[src/design/rau_pkg.sv]
// Shared types, codes and widths of the running aggregate unit.
package rau_pkg;

    // Fixed field widths
    localparam int FIELD_W       = 32;
    localparam int COUNT_W       = 32;
    localparam int TOTAL_W       = 64;
    localparam int DIV_STEP_BITS = 2;

    // Stream and configuration port widths
    localparam int IN_DATA_W   = 2 * FIELD_W;
    localparam int IN_USER_W   = 2;
    localparam int OUT_DATA_W  = 2 * FIELD_W;
    localparam int OUT_USER_W  = 2;
    localparam int KIND_W      = 3;
    localparam int CFG_DATA_W  = 3;
    localparam int CFG_INDEX_W = 1;

    // Operation codes on the input tuser
    localparam logic [IN_USER_W-1:0] OPCODE_ADD    = 2'd0;
    localparam logic [IN_USER_W-1:0] OPCODE_DELETE = 2'd1;
    localparam logic [IN_USER_W-1:0] OPCODE_MODIFY = 2'd2;

    // Aggregate kinds
    localparam logic [KIND_W-1:0] AGG_NONE    = 3'd0;
    localparam logic [KIND_W-1:0] AGG_MEAN    = 3'd1;
    localparam logic [KIND_W-1:0] AGG_MIN     = 3'd2;
    localparam logic [KIND_W-1:0] AGG_MAX     = 3'd3;
    localparam logic [KIND_W-1:0] AGG_SUM     = 3'd4;
    localparam logic [KIND_W-1:0] AGG_LIVE    = 3'd5;
    localparam logic [KIND_W-1:0] AGG_ADDED   = 3'd6;
    localparam logic [KIND_W-1:0] AGG_DELETED = 3'd7;

    // Configuration register indexes
    localparam logic [CFG_INDEX_W-1:0] CFG_IDX_KIND   = 1'b0;
    localparam logic [CFG_INDEX_W-1:0] CFG_IDX_STICKY = 1'b1;

    // Event class decided by the front end
    typedef enum logic [1:0] {
        EV_ADD,
        EV_DELETE,
        EV_MODIFY,
        EV_BAD
    } t_event;

    // Classified request held in the queue
    typedef struct packed {
        t_event             ev;
        logic [FIELD_W-1:0] new_value;
        logic [FIELD_W-1:0] prior_value;
    } t_item;

    // Divider request and response
    typedef struct packed {
        logic               start;
        logic [TOTAL_W-1:0] dividend;
        logic [COUNT_W-1:0] divisor;
    } t_div_req;

    typedef struct packed {
        logic               done;
        logic [TOTAL_W-1:0] quotient;
        logic [COUNT_W-1:0] remainder;
    } t_div_rsp;

endpackage

[src/design/rau_front.sv]
// Input stage: accepts requests and classifies the operation.
module rau_front
    import rau_pkg::*;
(
    input  logic                 i_clk,
    input  logic                 i_rst_n,
    input  logic                 i_in_valid,
    output logic                 o_in_ready,
    input  logic [IN_DATA_W-1:0] i_in_data,
    input  logic [IN_USER_W-1:0] i_in_user,
    output logic                 o_push,
    output t_item                o_item,
    input  logic                 i_full
);

    logic   r_valid;
    t_item  r_item;
    t_item  dec_item;
    logic   accept;

    // Take a request when the holding register is free or drains this cycle
    assign o_in_ready = !r_valid || !i_full;
    assign accept     = i_in_valid && o_in_ready;
    assign o_push     = r_valid && !i_full;
    assign o_item     = r_item;

    // Classify the operation code
    always_comb begin
        dec_item.new_value   = i_in_data[FIELD_W-1:0];
        dec_item.prior_value = i_in_data[IN_DATA_W-1:FIELD_W];
        case (i_in_user)
            OPCODE_ADD:    dec_item.ev = EV_ADD;
            OPCODE_DELETE: dec_item.ev = EV_DELETE;
            OPCODE_MODIFY: dec_item.ev = EV_MODIFY;
            default:       dec_item.ev = EV_BAD;
        endcase
    end

    // Hold the classified request until the queue takes it
    always_ff @(posedge i_clk) begin
        if (!i_rst_n) begin
            r_valid <= 1'b0;
        end else begin
            r_valid <= accept || (r_valid && i_full);
        end
        if (accept) begin
            r_item <= dec_item;
        end
    end

endmodule

[src/design/rau_queue.sv]
// Short queue of classified requests between the front and back ends.
module rau_queue
    import rau_pkg::*;
#(
    parameter int DEPTH = 2
) (
    input  logic  i_clk,
    input  logic  i_rst_n,
    input  logic  i_push,
    input  t_item i_item,
    output logic  o_full,
    input  logic  i_pop,
    output t_item o_item,
    output logic  o_empty
);

    localparam int PTR_W = (DEPTH > 1) ? $clog2(DEPTH) : 1;
    localparam int CNT_W = $clog2(DEPTH + 1);

    t_item              r_mem [DEPTH];
    logic [PTR_W-1:0]   r_wr_ptr;
    logic [PTR_W-1:0]   r_rd_ptr;
    logic [CNT_W-1:0]   r_count;
    logic               do_push;
    logic               do_pop;

    assign o_full  = (r_count == CNT_W'(DEPTH));
    assign o_empty = (r_count == '0);
    assign do_push = i_push && !o_full;
    assign do_pop  = i_pop && !o_empty;
    assign o_item  = r_mem[r_rd_ptr];

    // Advance pointers and fill level
    always_ff @(posedge i_clk) begin
        if (!i_rst_n) begin
            r_wr_ptr <= '0;
            r_rd_ptr <= '0;
            r_count  <= '0;
        end else begin
            if (do_push) begin
                r_wr_ptr <= (r_wr_ptr == PTR_W'(DEPTH - 1)) ? '0 : r_wr_ptr + PTR_W'(1);
            end
            if (do_pop) begin
                r_rd_ptr <= (r_rd_ptr == PTR_W'(DEPTH - 1)) ? '0 : r_rd_ptr + PTR_W'(1);
            end
            if (do_push && !do_pop) begin
                r_count <= r_count + CNT_W'(1);
            end else if (do_pop && !do_push) begin
                r_count <= r_count - CNT_W'(1);
            end
        end
        if (do_push) begin
            r_mem[r_wr_ptr] <= i_item;
        end
    end

endmodule

[src/design/rau_divider.sv]
// Iterative restoring divider: 64-bit total over a 32-bit record count.
module rau_divider
    import rau_pkg::*;
(
    input  logic     i_clk,
    input  logic     i_rst_n,
    input  t_div_req i_req,
    output t_div_rsp o_rsp
);

    localparam int ITER   = TOTAL_W / DIV_STEP_BITS;
    localparam int ITER_W = $clog2(ITER);

    logic               r_busy;
    logic               r_done;
    logic [ITER_W-1:0]  r_iter;
    logic [COUNT_W-1:0] r_rem;
    logic [TOTAL_W-1:0] r_quo;
    logic [COUNT_W-1:0] r_div;

    logic [COUNT_W-1:0] step_rem;
    logic [TOTAL_W-1:0] step_quo;
    logic [COUNT_W:0]   step_trial;

    // Retire DIV_STEP_BITS quotient bits per cycle while busy
    always_comb begin
        step_rem   = r_rem;
        step_quo   = r_quo;
        step_trial = '0;
        for (int k = 0; k < DIV_STEP_BITS; k++) begin
            step_trial = {step_rem, step_quo[TOTAL_W-1]};
            step_quo   = {step_quo[TOTAL_W-2:0], 1'b0};
            if (step_trial >= {1'b0, r_div}) begin
                step_rem    = COUNT_W'(step_trial - {1'b0, r_div});
                step_quo[0] = 1'b1;
            end else begin
                step_rem = step_trial[COUNT_W-1:0];
            end
        end
    end

    // Load on start, iterate while busy, flag completion
    always_ff @(posedge i_clk) begin
        if (!i_rst_n) begin
            r_busy <= 1'b0;
            r_done <= 1'b0;
            r_iter <= '0;
        end else if (i_req.start) begin
            r_busy <= 1'b1;
            r_done <= 1'b0;
            r_iter <= '0;
        end else if (r_busy) begin
            r_iter <= r_iter + ITER_W'(1);
            if (r_iter == ITER_W'(ITER - 1)) begin
                r_busy <= 1'b0;
                r_done <= 1'b1;
            end
        end
        if (i_req.start) begin
            r_quo <= i_req.dividend;
            r_rem <= '0;
            r_div <= i_req.divisor;
        end else if (r_busy) begin
            r_quo <= step_quo;
            r_rem <= step_rem;
        end
    end

    assign o_rsp.done      = r_done;
    assign o_rsp.quotient  = r_quo;
    assign o_rsp.remainder = r_rem;

endmodule

[src/design/rau_back.sv]
// Execution stage: aggregate state, total rebuild, event rules and result register.
module rau_back
    import rau_pkg::*;
#(
    parameter int VALUE_WIDTH = 32
) (
    input  logic                   i_clk,
    input  logic                   i_rst_n,
    input  logic                   i_cfg_we,
    input  logic [CFG_INDEX_W-1:0] i_cfg_index,
    input  logic [CFG_DATA_W-1:0]  i_cfg_wdata,
    input  logic                   i_q_empty,
    input  t_item                  i_q_item,
    output logic                   o_q_pop,
    output t_div_req               o_div_req,
    input  t_div_rsp               i_div_rsp,
    output logic                   o_out_valid,
    input  logic                   i_out_ready,
    output logic [OUT_DATA_W-1:0]  o_out_data,
    output logic [OUT_USER_W-1:0]  o_out_user
);

    localparam int W = VALUE_WIDTH;

    typedef enum logic [2:0] {
        S_IDLE,
        S_MUL_LO,
        S_MUL_HI,
        S_SUM,
        S_EXEC,
        S_DIV
    } t_state;

    t_state              r_state,     n_state;
    t_item               r_item,      n_item;
    logic [TOTAL_W-1:0]  r_total,     n_total;
    logic [TOTAL_W-1:0]  r_prod,      n_prod;
    logic [W-1:0]        r_agg,       n_agg;
    logic [W-1:0]        r_rem,       n_rem;
    logic [COUNT_W-1:0]  r_count,     n_count;
    logic                r_rescan,    n_rescan;
    logic [KIND_W-1:0]   r_kind;
    logic                r_sticky;
    logic                r_out_valid, n_out_valid;
    logic [OUT_DATA_W-1:0] r_out_data, n_out_data;
    logic [OUT_USER_W-1:0] r_out_user, n_out_user;

    logic [TOTAL_W-1:0]  agg_ext;
    logic [TOTAL_W-1:0]  rem_ext;
    logic [TOTAL_W-1:0]  nv_raw;
    logic [TOTAL_W-1:0]  pv_raw;
    logic [W-1:0]        nv_w;
    logic [W-1:0]        pv_w;
    logic [TOTAL_W-1:0]  nv_e;
    logic [TOTAL_W-1:0]  pv_e;
    logic [COUNT_W-1:0]  mul_a;
    logic [TOTAL_W-1:0]  mul_p;
    logic [TOTAL_W-1:0]  mod_sum;
    logic [COUNT_W-1:0]  count_inc;
    logic [COUNT_W-1:0]  count_dec;
    logic [COUNT_W-1:0]  count_other;
    logic [TOTAL_W-1:0]  count_other_ext;
    logic [TOTAL_W-1:0]  div_rem_ext;
    logic [W-1:0]        gone_w;
    logic                is_mean;
    logic                is_min;
    logic                is_max;
    logic                beats_nv;
    logic                past_gone;
    logic                out_free;
    logic                commit;
    logic                err;
    logic [TOTAL_W-1:0]  out_agg_ext;
    logic [TOTAL_W-1:0]  out_rem_ext;

    // Operand views at the configured value width
    assign agg_ext     = TOTAL_W'(r_agg);
    assign rem_ext     = TOTAL_W'(r_rem);
    assign nv_raw      = TOTAL_W'(r_item.new_value);
    assign pv_raw      = TOTAL_W'(r_item.prior_value);
    assign nv_w        = nv_raw[W-1:0];
    assign pv_w        = pv_raw[W-1:0];
    assign nv_e        = TOTAL_W'(nv_w);
    assign pv_e        = TOTAL_W'(pv_w);
    assign div_rem_ext = TOTAL_W'(i_div_rsp.remainder);

    // One 32x32 multiplier, low half of the value first
    assign mul_a = (r_state == S_MUL_LO) ? agg_ext[COUNT_W-1:0]
                                         : agg_ext[TOTAL_W-1:COUNT_W];
    assign mul_p = mul_a * r_count;

    assign is_mean   = (r_kind == AGG_MEAN);
    assign is_min    = (r_kind == AGG_MIN);
    assign is_max    = (r_kind == AGG_MAX);
    assign mod_sum   = r_total + nv_e;
    assign count_inc = r_count + COUNT_W'(1);
    assign count_dec = r_count - COUNT_W'(1);
    assign count_other = (r_item.ev == EV_ADD)    ? count_inc :
                         (r_item.ev == EV_DELETE) ? count_dec : r_count;
    assign count_other_ext = TOTAL_W'(count_other);
    assign gone_w    = (r_item.ev == EV_DELETE) ? nv_w : pv_w;
    assign beats_nv  = is_min ? (nv_w < r_agg) : (nv_w > r_agg);
    assign past_gone = is_min ? (gone_w < r_agg) : (gone_w > r_agg);
    assign out_free  = !r_out_valid || i_out_ready;

    // Sequence one request: rebuild the total, apply the event, publish the result
    always_comb begin
        n_state     = r_state;
        n_item      = r_item;
        n_total     = r_total;
        n_prod      = r_prod;
        n_agg       = r_agg;
        n_rem       = r_rem;
        n_count     = r_count;
        n_rescan    = r_rescan;
        n_out_valid = r_out_valid && !i_out_ready;
        n_out_data  = r_out_data;
        n_out_user  = r_out_user;
        o_q_pop     = 1'b0;
        o_div_req   = '0;
        commit      = 1'b0;
        err         = 1'b0;

        case (r_state)
            S_IDLE: begin
                if (!i_q_empty) begin
                    o_q_pop = 1'b1;
                    n_item  = i_q_item;
                    n_state = S_MUL_LO;
                end
            end
            S_MUL_LO: begin
                n_prod  = mul_p;
                n_state = S_MUL_HI;
            end
            S_MUL_HI: begin
                n_total = r_prod + rem_ext;
                n_prod  = mul_p;
                n_state = S_SUM;
            end
            S_SUM: begin
                n_total = r_total + {r_prod[COUNT_W-1:0], {COUNT_W{1'b0}}};
                n_state = S_EXEC;
            end
            S_EXEC: begin
                if (out_free) begin
                    commit  = 1'b1;
                    n_state = S_IDLE;
                    if (r_item.ev == EV_BAD) begin
                        err = 1'b1;
                    end else if (r_item.ev == EV_ADD && r_count == '1) begin
                        err = 1'b1;
                    end else if (r_item.ev != EV_ADD && r_count == '0) begin
                        err = 1'b1;
                    end else if (is_mean) begin
                        if (r_item.ev == EV_ADD) begin
                            n_count            = count_inc;
                            o_div_req.start    = 1'b1;
                            o_div_req.dividend = r_total + nv_e;
                            o_div_req.divisor  = count_inc;
                        end else if (r_item.ev == EV_DELETE) begin
                            if (r_sticky) begin
                                n_count = r_count;
                            end else if (nv_e > r_total) begin
                                err = 1'b1;
                            end else begin
                                n_count = count_dec;
                                if (count_dec == '0) begin
                                    n_agg    = '0;
                                    n_rem    = '0;
                                    n_rescan = 1'b0;
                                end else begin
                                    o_div_req.start    = 1'b1;
                                    o_div_req.dividend = r_total - nv_e;
                                    o_div_req.divisor  = count_dec;
                                end
                            end
                        end else begin
                            if (pv_e > mod_sum) begin
                                err = 1'b1;
                            end else begin
                                o_div_req.start    = 1'b1;
                                o_div_req.dividend = mod_sum - pv_e;
                                o_div_req.divisor  = r_count;
                            end
                        end
                        // A division finishes the request later
                        if (o_div_req.start) begin
                            commit  = 1'b0;
                            n_state = S_DIV;
                        end
                    end else if (is_min || is_max) begin
                        if (r_item.ev == EV_ADD) begin
                            if (r_count == '0 || beats_nv) begin
                                n_agg = nv_w;
                            end
                            n_count = count_inc;
                        end else if (past_gone) begin
                            err = 1'b1;
                        end else if (r_item.ev == EV_DELETE) begin
                            n_count = count_dec;
                            if (count_dec == '0) begin
                                n_agg    = '0;
                                n_rem    = '0;
                                n_rescan = 1'b0;
                            end else if (gone_w == r_agg) begin
                                n_rescan = 1'b1;
                            end
                        end else if (beats_nv) begin
                            n_agg = nv_w;
                        end else if (gone_w == r_agg && nv_w != gone_w) begin
                            n_rescan = 1'b1;
                        end
                    end else begin
                        n_count = count_other;
                        case (r_kind)
                            AGG_NONE: begin
                                n_agg = r_agg;
                            end
                            AGG_SUM: begin
                                if (r_item.ev == EV_ADD) begin
                                    n_agg = r_agg + nv_w;
                                end else if (r_item.ev == EV_DELETE) begin
                                    n_agg = r_agg - nv_w;
                                end else begin
                                    n_agg = r_agg + nv_w - pv_w;
                                end
                            end
                            AGG_LIVE: begin
                                n_agg = count_other_ext[W-1:0];
                            end
                            AGG_ADDED: begin
                                if (r_item.ev == EV_ADD && r_agg != '1) begin
                                    n_agg = r_agg + W'(1);
                                end
                            end
                            AGG_DELETED: begin
                                if (r_item.ev == EV_DELETE && r_agg != '1) begin
                                    n_agg = r_agg + W'(1);
                                end
                            end
                            default: begin
                                n_agg = r_agg;
                            end
                        endcase
                    end
                end
            end
            S_DIV: begin
                if (i_div_rsp.done && out_free) begin
                    n_agg   = i_div_rsp.quotient[W-1:0];
                    n_rem   = div_rem_ext[W-1:0];
                    commit  = 1'b1;
                    n_state = S_IDLE;
                end
            end
            default: begin
                n_state = S_IDLE;
            end
        endcase

        // Load the result register
        out_agg_ext = TOTAL_W'(n_agg);
        out_rem_ext = TOTAL_W'(n_rem);
        if (commit) begin
            n_out_valid = 1'b1;
            n_out_data  = {is_mean ? out_rem_ext[FIELD_W-1:0] : {FIELD_W{1'b0}},
                           out_agg_ext[FIELD_W-1:0]};
            n_out_user  = {err, n_rescan};
        end
    end

    // Hold state, configuration and the result register
    always_ff @(posedge i_clk) begin
        if (!i_rst_n) begin
            r_state     <= S_IDLE;
            r_agg       <= '0;
            r_rem       <= '0;
            r_count     <= '0;
            r_rescan    <= 1'b0;
            r_kind      <= AGG_NONE;
            r_sticky    <= 1'b0;
            r_out_valid <= 1'b0;
        end else begin
            r_state     <= n_state;
            r_agg       <= n_agg;
            r_rem       <= n_rem;
            r_count     <= n_count;
            r_rescan    <= n_rescan;
            r_out_valid <= n_out_valid;
            if (i_cfg_we && i_cfg_index == CFG_IDX_KIND) begin
                r_kind <= i_cfg_wdata[KIND_W-1:0];
            end
            if (i_cfg_we && i_cfg_index == CFG_IDX_STICKY) begin
                r_sticky <= i_cfg_wdata[0];
            end
        end
        r_item     <= n_item;
        r_total    <= n_total;
        r_prod     <= n_prod;
        r_out_data <= n_out_data;
        r_out_user <= n_out_user;
    end

    assign o_out_valid = r_out_valid;
    assign o_out_data  = r_out_data;
    assign o_out_user  = r_out_user;

endmodule

[src/design/running_aggregate_unit.sv]
// Running aggregate unit: one result per request, add, delete, modify or invalid.
// Each request passes the front holding register, the queue, then the back-end steps pop,
// two multiply steps, sum and execute. In mean mode execute starts the 2-bit-per-cycle
// divider (load plus 32 steps over the 64-bit total) and the result waits for it. The back
// end takes one request at a time; a stalled result holds the back end until it is taken.
// Reset (synchronous, active low) clears the aggregate, remainder, count, flag and config.
module running_aggregate_unit
    import rau_pkg::*;
#(
    parameter int VALUE_WIDTH = 32,
    parameter int QUEUE_DEPTH = 2
) (
    input  logic                   i_clk,
    input  logic                   i_rst_n,
    input  logic                   s_axis_tvalid,
    output logic                   s_axis_tready,
    input  logic [IN_DATA_W-1:0]   s_axis_tdata,   // new_value, prior_value
    input  logic [IN_USER_W-1:0]   s_axis_tuser,   // operation
    output logic                   m_axis_tvalid,
    input  logic                   m_axis_tready,
    output logic [OUT_DATA_W-1:0]  m_axis_tdata,   // result_value, mean_remainder
    output logic [OUT_USER_W-1:0]  m_axis_tuser,   // recompute_needed, event_error
    input  logic                   i_cfg_we,
    input  logic [CFG_INDEX_W-1:0] i_cfg_index,
    input  logic [CFG_DATA_W-1:0]  i_cfg_wdata
);

    logic     push;
    logic     full;
    logic     pop;
    logic     empty;
    t_item    front_item;
    t_item    queue_item;
    t_div_req div_req;
    t_div_rsp div_rsp;

    // Accept and classify
    rau_front u_front (
        .i_clk      (i_clk),
        .i_rst_n    (i_rst_n),
        .i_in_valid (s_axis_tvalid),
        .o_in_ready (s_axis_tready),
        .i_in_data  (s_axis_tdata),
        .i_in_user  (s_axis_tuser),
        .o_push     (push),
        .o_item     (front_item),
        .i_full     (full)
    );

    // Decouple front and back
    rau_queue #(
        .DEPTH (QUEUE_DEPTH)
    ) u_queue (
        .i_clk   (i_clk),
        .i_rst_n (i_rst_n),
        .i_push  (push),
        .i_item  (front_item),
        .o_full  (full),
        .i_pop   (pop),
        .o_item  (queue_item),
        .o_empty (empty)
    );

    // Mean division
    rau_divider u_divider (
        .i_clk   (i_clk),
        .i_rst_n (i_rst_n),
        .i_req   (div_req),
        .o_rsp   (div_rsp)
    );

    // Execute events and publish results
    rau_back #(
        .VALUE_WIDTH (VALUE_WIDTH)
    ) u_back (
        .i_clk       (i_clk),
        .i_rst_n     (i_rst_n),
        .i_cfg_we    (i_cfg_we),
        .i_cfg_index (i_cfg_index),
        .i_cfg_wdata (i_cfg_wdata),
        .i_q_empty   (empty),
        .i_q_item    (queue_item),
        .o_q_pop     (pop),
        .o_div_req   (div_req),
        .i_div_rsp   (div_rsp),
        .o_out_valid (m_axis_tvalid),
        .i_out_ready (m_axis_tready),
        .o_out_data  (m_axis_tdata),
        .o_out_user  (m_axis_tuser)
    );

endmodule

[config.mk]
export PLATFORM = sky130hd
export DESIGN_NAME = running_aggregate_unit
export DESIGN_NICKNAME = d
export VERILOG_FILES = /design/src/design/rau_pkg.sv /design/src/design/rau_front.sv /design/src/design/rau_queue.sv /design/src/design/rau_divider.sv /design/src/design/rau_back.sv /design/src/design/running_aggregate_unit.sv
export SDC_FILE = /design/constraint.sdc
export NUM_CORES = 2
export LEC_CHECK = 0
export ABC_CLOCK_PERIOD_IN_PS = 30800
export BUFFER_PORTS_ARGS = -buffer_cell sky130_fd_sc_hd__buf_2
export CAP_MARGIN = 30
export CORE_MARGIN = 2
export CORE_UTILIZATION = 41
export CTS_BUF_LIST = sky130_fd_sc_hd__clkbuf_4 sky130_fd_sc_hd__clkbuf_8
export CTS_CLUSTER_DIAMETER = 120
export DETAILED_ROUTE_END_ITERATION = 10
export SLEW_MARGIN = 20
export SYNTH_ARGS = -nofsm -noshare
export SYNTH_HDL_FRONTEND = slang
export SYNTH_SLANG_ARGS = --single-unit
[constraint.sdc]
create_clock -name i_clk -period 30.8 [get_ports i_clk]
set_input_delay 3.08 -clock i_clk [delete_from_list [all_inputs] [get_ports i_clk]]
set_output_delay 3.08 -clock i_clk [all_outputs]
set_load 0.01 [all_outputs]
==> results.sh <==
export IMPL_holdWs_ps=429.6
export IMPL_worst_slew_pin_slew_ps=1218
export IMPL_cts_tree="built"
export IMPL_synth_edf_count=554
export IMPL_critPathKind="reg -> reg"
export IMPL_finalClockSkew_ps=111.3
export IMPL_max_freq_mhz=85.46
export IMPL_ctsResizeCount=0
export IMPL_final_cell_mix="1124 x inv_1, 955 x nand2_1, 906 x fa_1"
export IMPL_antenna_found_initial=58
export IMPL_period_minus_slack_ps=11700
export IMPL_cts_sinks=703
export IMPL_cpMostUsedCell="fa_1"
export IMPL_syn_area_um2=87260
export IMPL_grt_pass1_wl_um=554800
export IMPL_rsz0062_at_grt="no"
export IMPL_maxSlewViolCount=0
export IMPL_die_area_um2=216500
export IMPL_arrival_ps=12370
export IMPL_worstSkewPairLatency_ps=990
export IMPL_die_w_um=465.3
export IMPL_vias=79750
export IMPL_ys_warn_count=0
export IMPL_drtPass1Iterations=7
export IMPL_io_pins=143
export IMPL_drive_gt1_frac=0.08915
export IMPL_worstReg2RegStart="u_back.r_state[0]$_SDFFE_PN0P_"
export IMPL_relSlewSlack=0.1879
export IMPL_min_to="u_queue.r_mem[1][32]$_DFFE_PP_"
export IMPL_ant_nets=0
export IMPL_cap_violations=0
export IMPL_fp_row_count=169
export IMPL_area_growth_pct=8.263
export IMPL_avgSynthCellArea_um2=8.826
export IMPL_synthTopCellsByArea="fa_1 21%, edfxtp_1 19%, ha_1 8.9%"
export IMPL_outcome="finished clean"
export IMPL_die_h_um=465.3
export IMPL_powerDensity_nw_per_um2=65.42
export IMPL_setup_viol=0
export IMPL_cts_buffers=136
export IMPL_cp_start_kind="flop"
export IMPL_ys_flop_type="edfxtp_1"
export IMPL_min_path_type="reg -> reg"
export IMPL_avgRoutedWirePerCell_um=30.54
export IMPL_hp_start="u_front.o_item[32]$_DFFE_PP_"
export IMPL_grt_overflow_total=0
export IMPL_max_stage_delay_ps=690
export IMPL_finalHoldViolCount=0
export IMPL_final_util=0.4459
export IMPL_hold_path_cell_count=0
export IMPL_finalCritPeriodShare=0.3799
export IMPL_rr_worst_depth=34
export IMPL_cts_reportedPaths_clkPinSlew_ps=80
export IMPL_grt_pass1_vias=78470
export IMPL_fin_tns_setup_ps=0
export IMPL_drt_iter0_drc=9910
export IMPL_yosys_register_bits=703
export IMPL_yosysSeqAreaShare=0.2248
export IMPL_portBuffers=142
export IMPL_async_reset_ff_frac=0
export IMPL_crit_path_top_delay_cell="buf_4"
export IMPL_cp_data_required_time_ps=31470
export IMPL_power_uw=6180
export IMPL_initial_core_util=0.4119
export IMPL_cts_buffer_depth=3
export IMPL_cts_setup_buffers=0
export IMPL_yosysTopAreaCellShare=0.2079
export IMPL_yosysTopAreaCell="fa_1"
export IMPL_globalplace_congestion=1.027
export IMPL_p_leak_uw=0.04279
export IMPL_routed_wl_um=389300
export IMPL_place_ws_ps=19540
export IMPL_layout_nets=11390
export IMPL_grt_max_degree=352
export IMPL_ctsHtreeMaxLevel=4
export IMPL_cts_root_buf="clkbuf_8"
export IMPL_setup_slack_ps=19100
export IMPL_dp_hpwl_um=290200
export IMPL_synthCells=9887
export IMPL_reg2reg_to="u_back.r_prod[63]$_DFFE_PP_"
export IMPL_peakVddDrop_uv=52.90
export IMPL_r2r_setup_slack_ps=19100
export IMPL_viasPerCell=6.257
export IMPL_layout_cells_most_common="inv_1"
export IMPL_cp_end_kind="flop"
export IMPL_ctsHoldBuffers=0
export IMPL_core_um2=211900
export IMPL_path_max_fanout=188
export IMPL_drc_errors=0
export IMPL_grtUsageTotal=0.3520
export IMPL_syn_nets=11490
export IMPL_yosysUniqueCellTypes=108
-- power breakdown --
part | leakage (uW) | internal (uW) | switching (uW)
Clock | 0.00152 | 553 | 481
Sequential | 0.00634 | 1210 | 190
Combinational | 0.0349 | 1240 | 2500
-- synth_stat cells, drive strengths merged (81+ instances only) --
library cell	count
inv	1132
xor2	142
nor2b	104
nor3	149
ha	620
nor4	99
edfxtp	554
xnor2	340
clkbuf	563
dfxtp	149
a21oi	568
fa	906
nand2	958
o21ai	465
and3	655
nor2	646
a21o	139
and2	81
a31oi	84
nand4	85
nand3	175
-- metrics by stage --
stage,cells,instance area [um^2]
2_1_floorplan,9887,87260
3_3_place_gp,12460,91240
3_5_place_dp,12470,91350
4_1_cts,12720,94290
5_1_grt,12730,94430
6_report,12750,94470
-- critical path: cells and delay by family (launching register included) --
family          cells  cell delay (ps)
flops               1              320
simple gates        2              490
fa+ha+maj           9             4150
xor+xnor            1               90
compound gates     12             3530
buf+inv            10             2620
-- worst max path at each step --
stage                                               from                             end  slack (ps)  depth (start not counted)
after floorplan                 u_back.nv_w[4]$_DFFE_PP_  u_back.o_out_data[0]$_DFFE_PP_       21130                         26
after global placement    u_back.r_state[0]$_SDFFE_PN0P_     u_back.r_prod[63]$_DFFE_PP_       19730                         33
after detailed placement  u_back.r_state[0]$_SDFFE_PN0P_     u_back.r_prod[63]$_DFFE_PP_       19540                         33
after CTS                 u_back.r_state[0]$_SDFFE_PN0P_     u_back.r_prod[63]$_DFFE_PP_       19440                         33
after global routing      u_back.r_state[0]$_SDFFE_PN0P_     u_back.r_prod[63]$_DFFE_PP_       18640                         34
final                     u_back.r_state[0]$_SDFFE_PN0P_     u_back.r_prod[63]$_DFFE_PP_       19100                         34
-- state kept, by name, summed over array words and instances, names as in the netlist, 2 cells and up --
name and count:
u_back.o_out_user 2, u_back.r_kind 3, u_back.nv_w 32, u_front.o_item 66, u_back.o_out_data 64, u_back.r_agg 32
u_back.r_item 2, u_back.r_total 64, u_back.pv_w 32, u_queue.r_count 2, u_queue.r_mem 132, u_back.r_prod 64
u_divider.r_div 32, u_back.r_rem 32, u_back.r_state 3, u_divider.r_iter 5, u_divider.r_quo 64, u_divider.r_rem 32
u_back.r_count 32
-- metal layers --
metal	track usage	part of all wire
met5	0.004172	0.00085
met3	0.09610	0.12
met2	0.5216	0.42
met1	0.4774	0.41
met4	0.1597	0.052
-- layout make-up --
class,instances,area (um^2)
antenna,19,47.55
clock buffer,187,2323
clock inverter,64,611.8
fill,20910,117400
inverter,1138,4274
multi-input combinational,7420,61300
sequential,703,19640
tap,2821,3530
timing repair buffer,393,2749
-- logic make-up after synthesis --
kind of cell | after synthesis | share of synthesized area
muxes | 125 | 0.01560
buffers and inverters | 1764 | 0.07665
adders and majority gates | 1526 | 0.2968
AOI/OAI and AO/OA | 2045 | 0.1523
and+or+nand+nor | 3242 | 0.1854
DFF | 703 | 0.2248
xor gates and xnor gates | 482 | 0.04846
(Power assumes the default switching activity.)
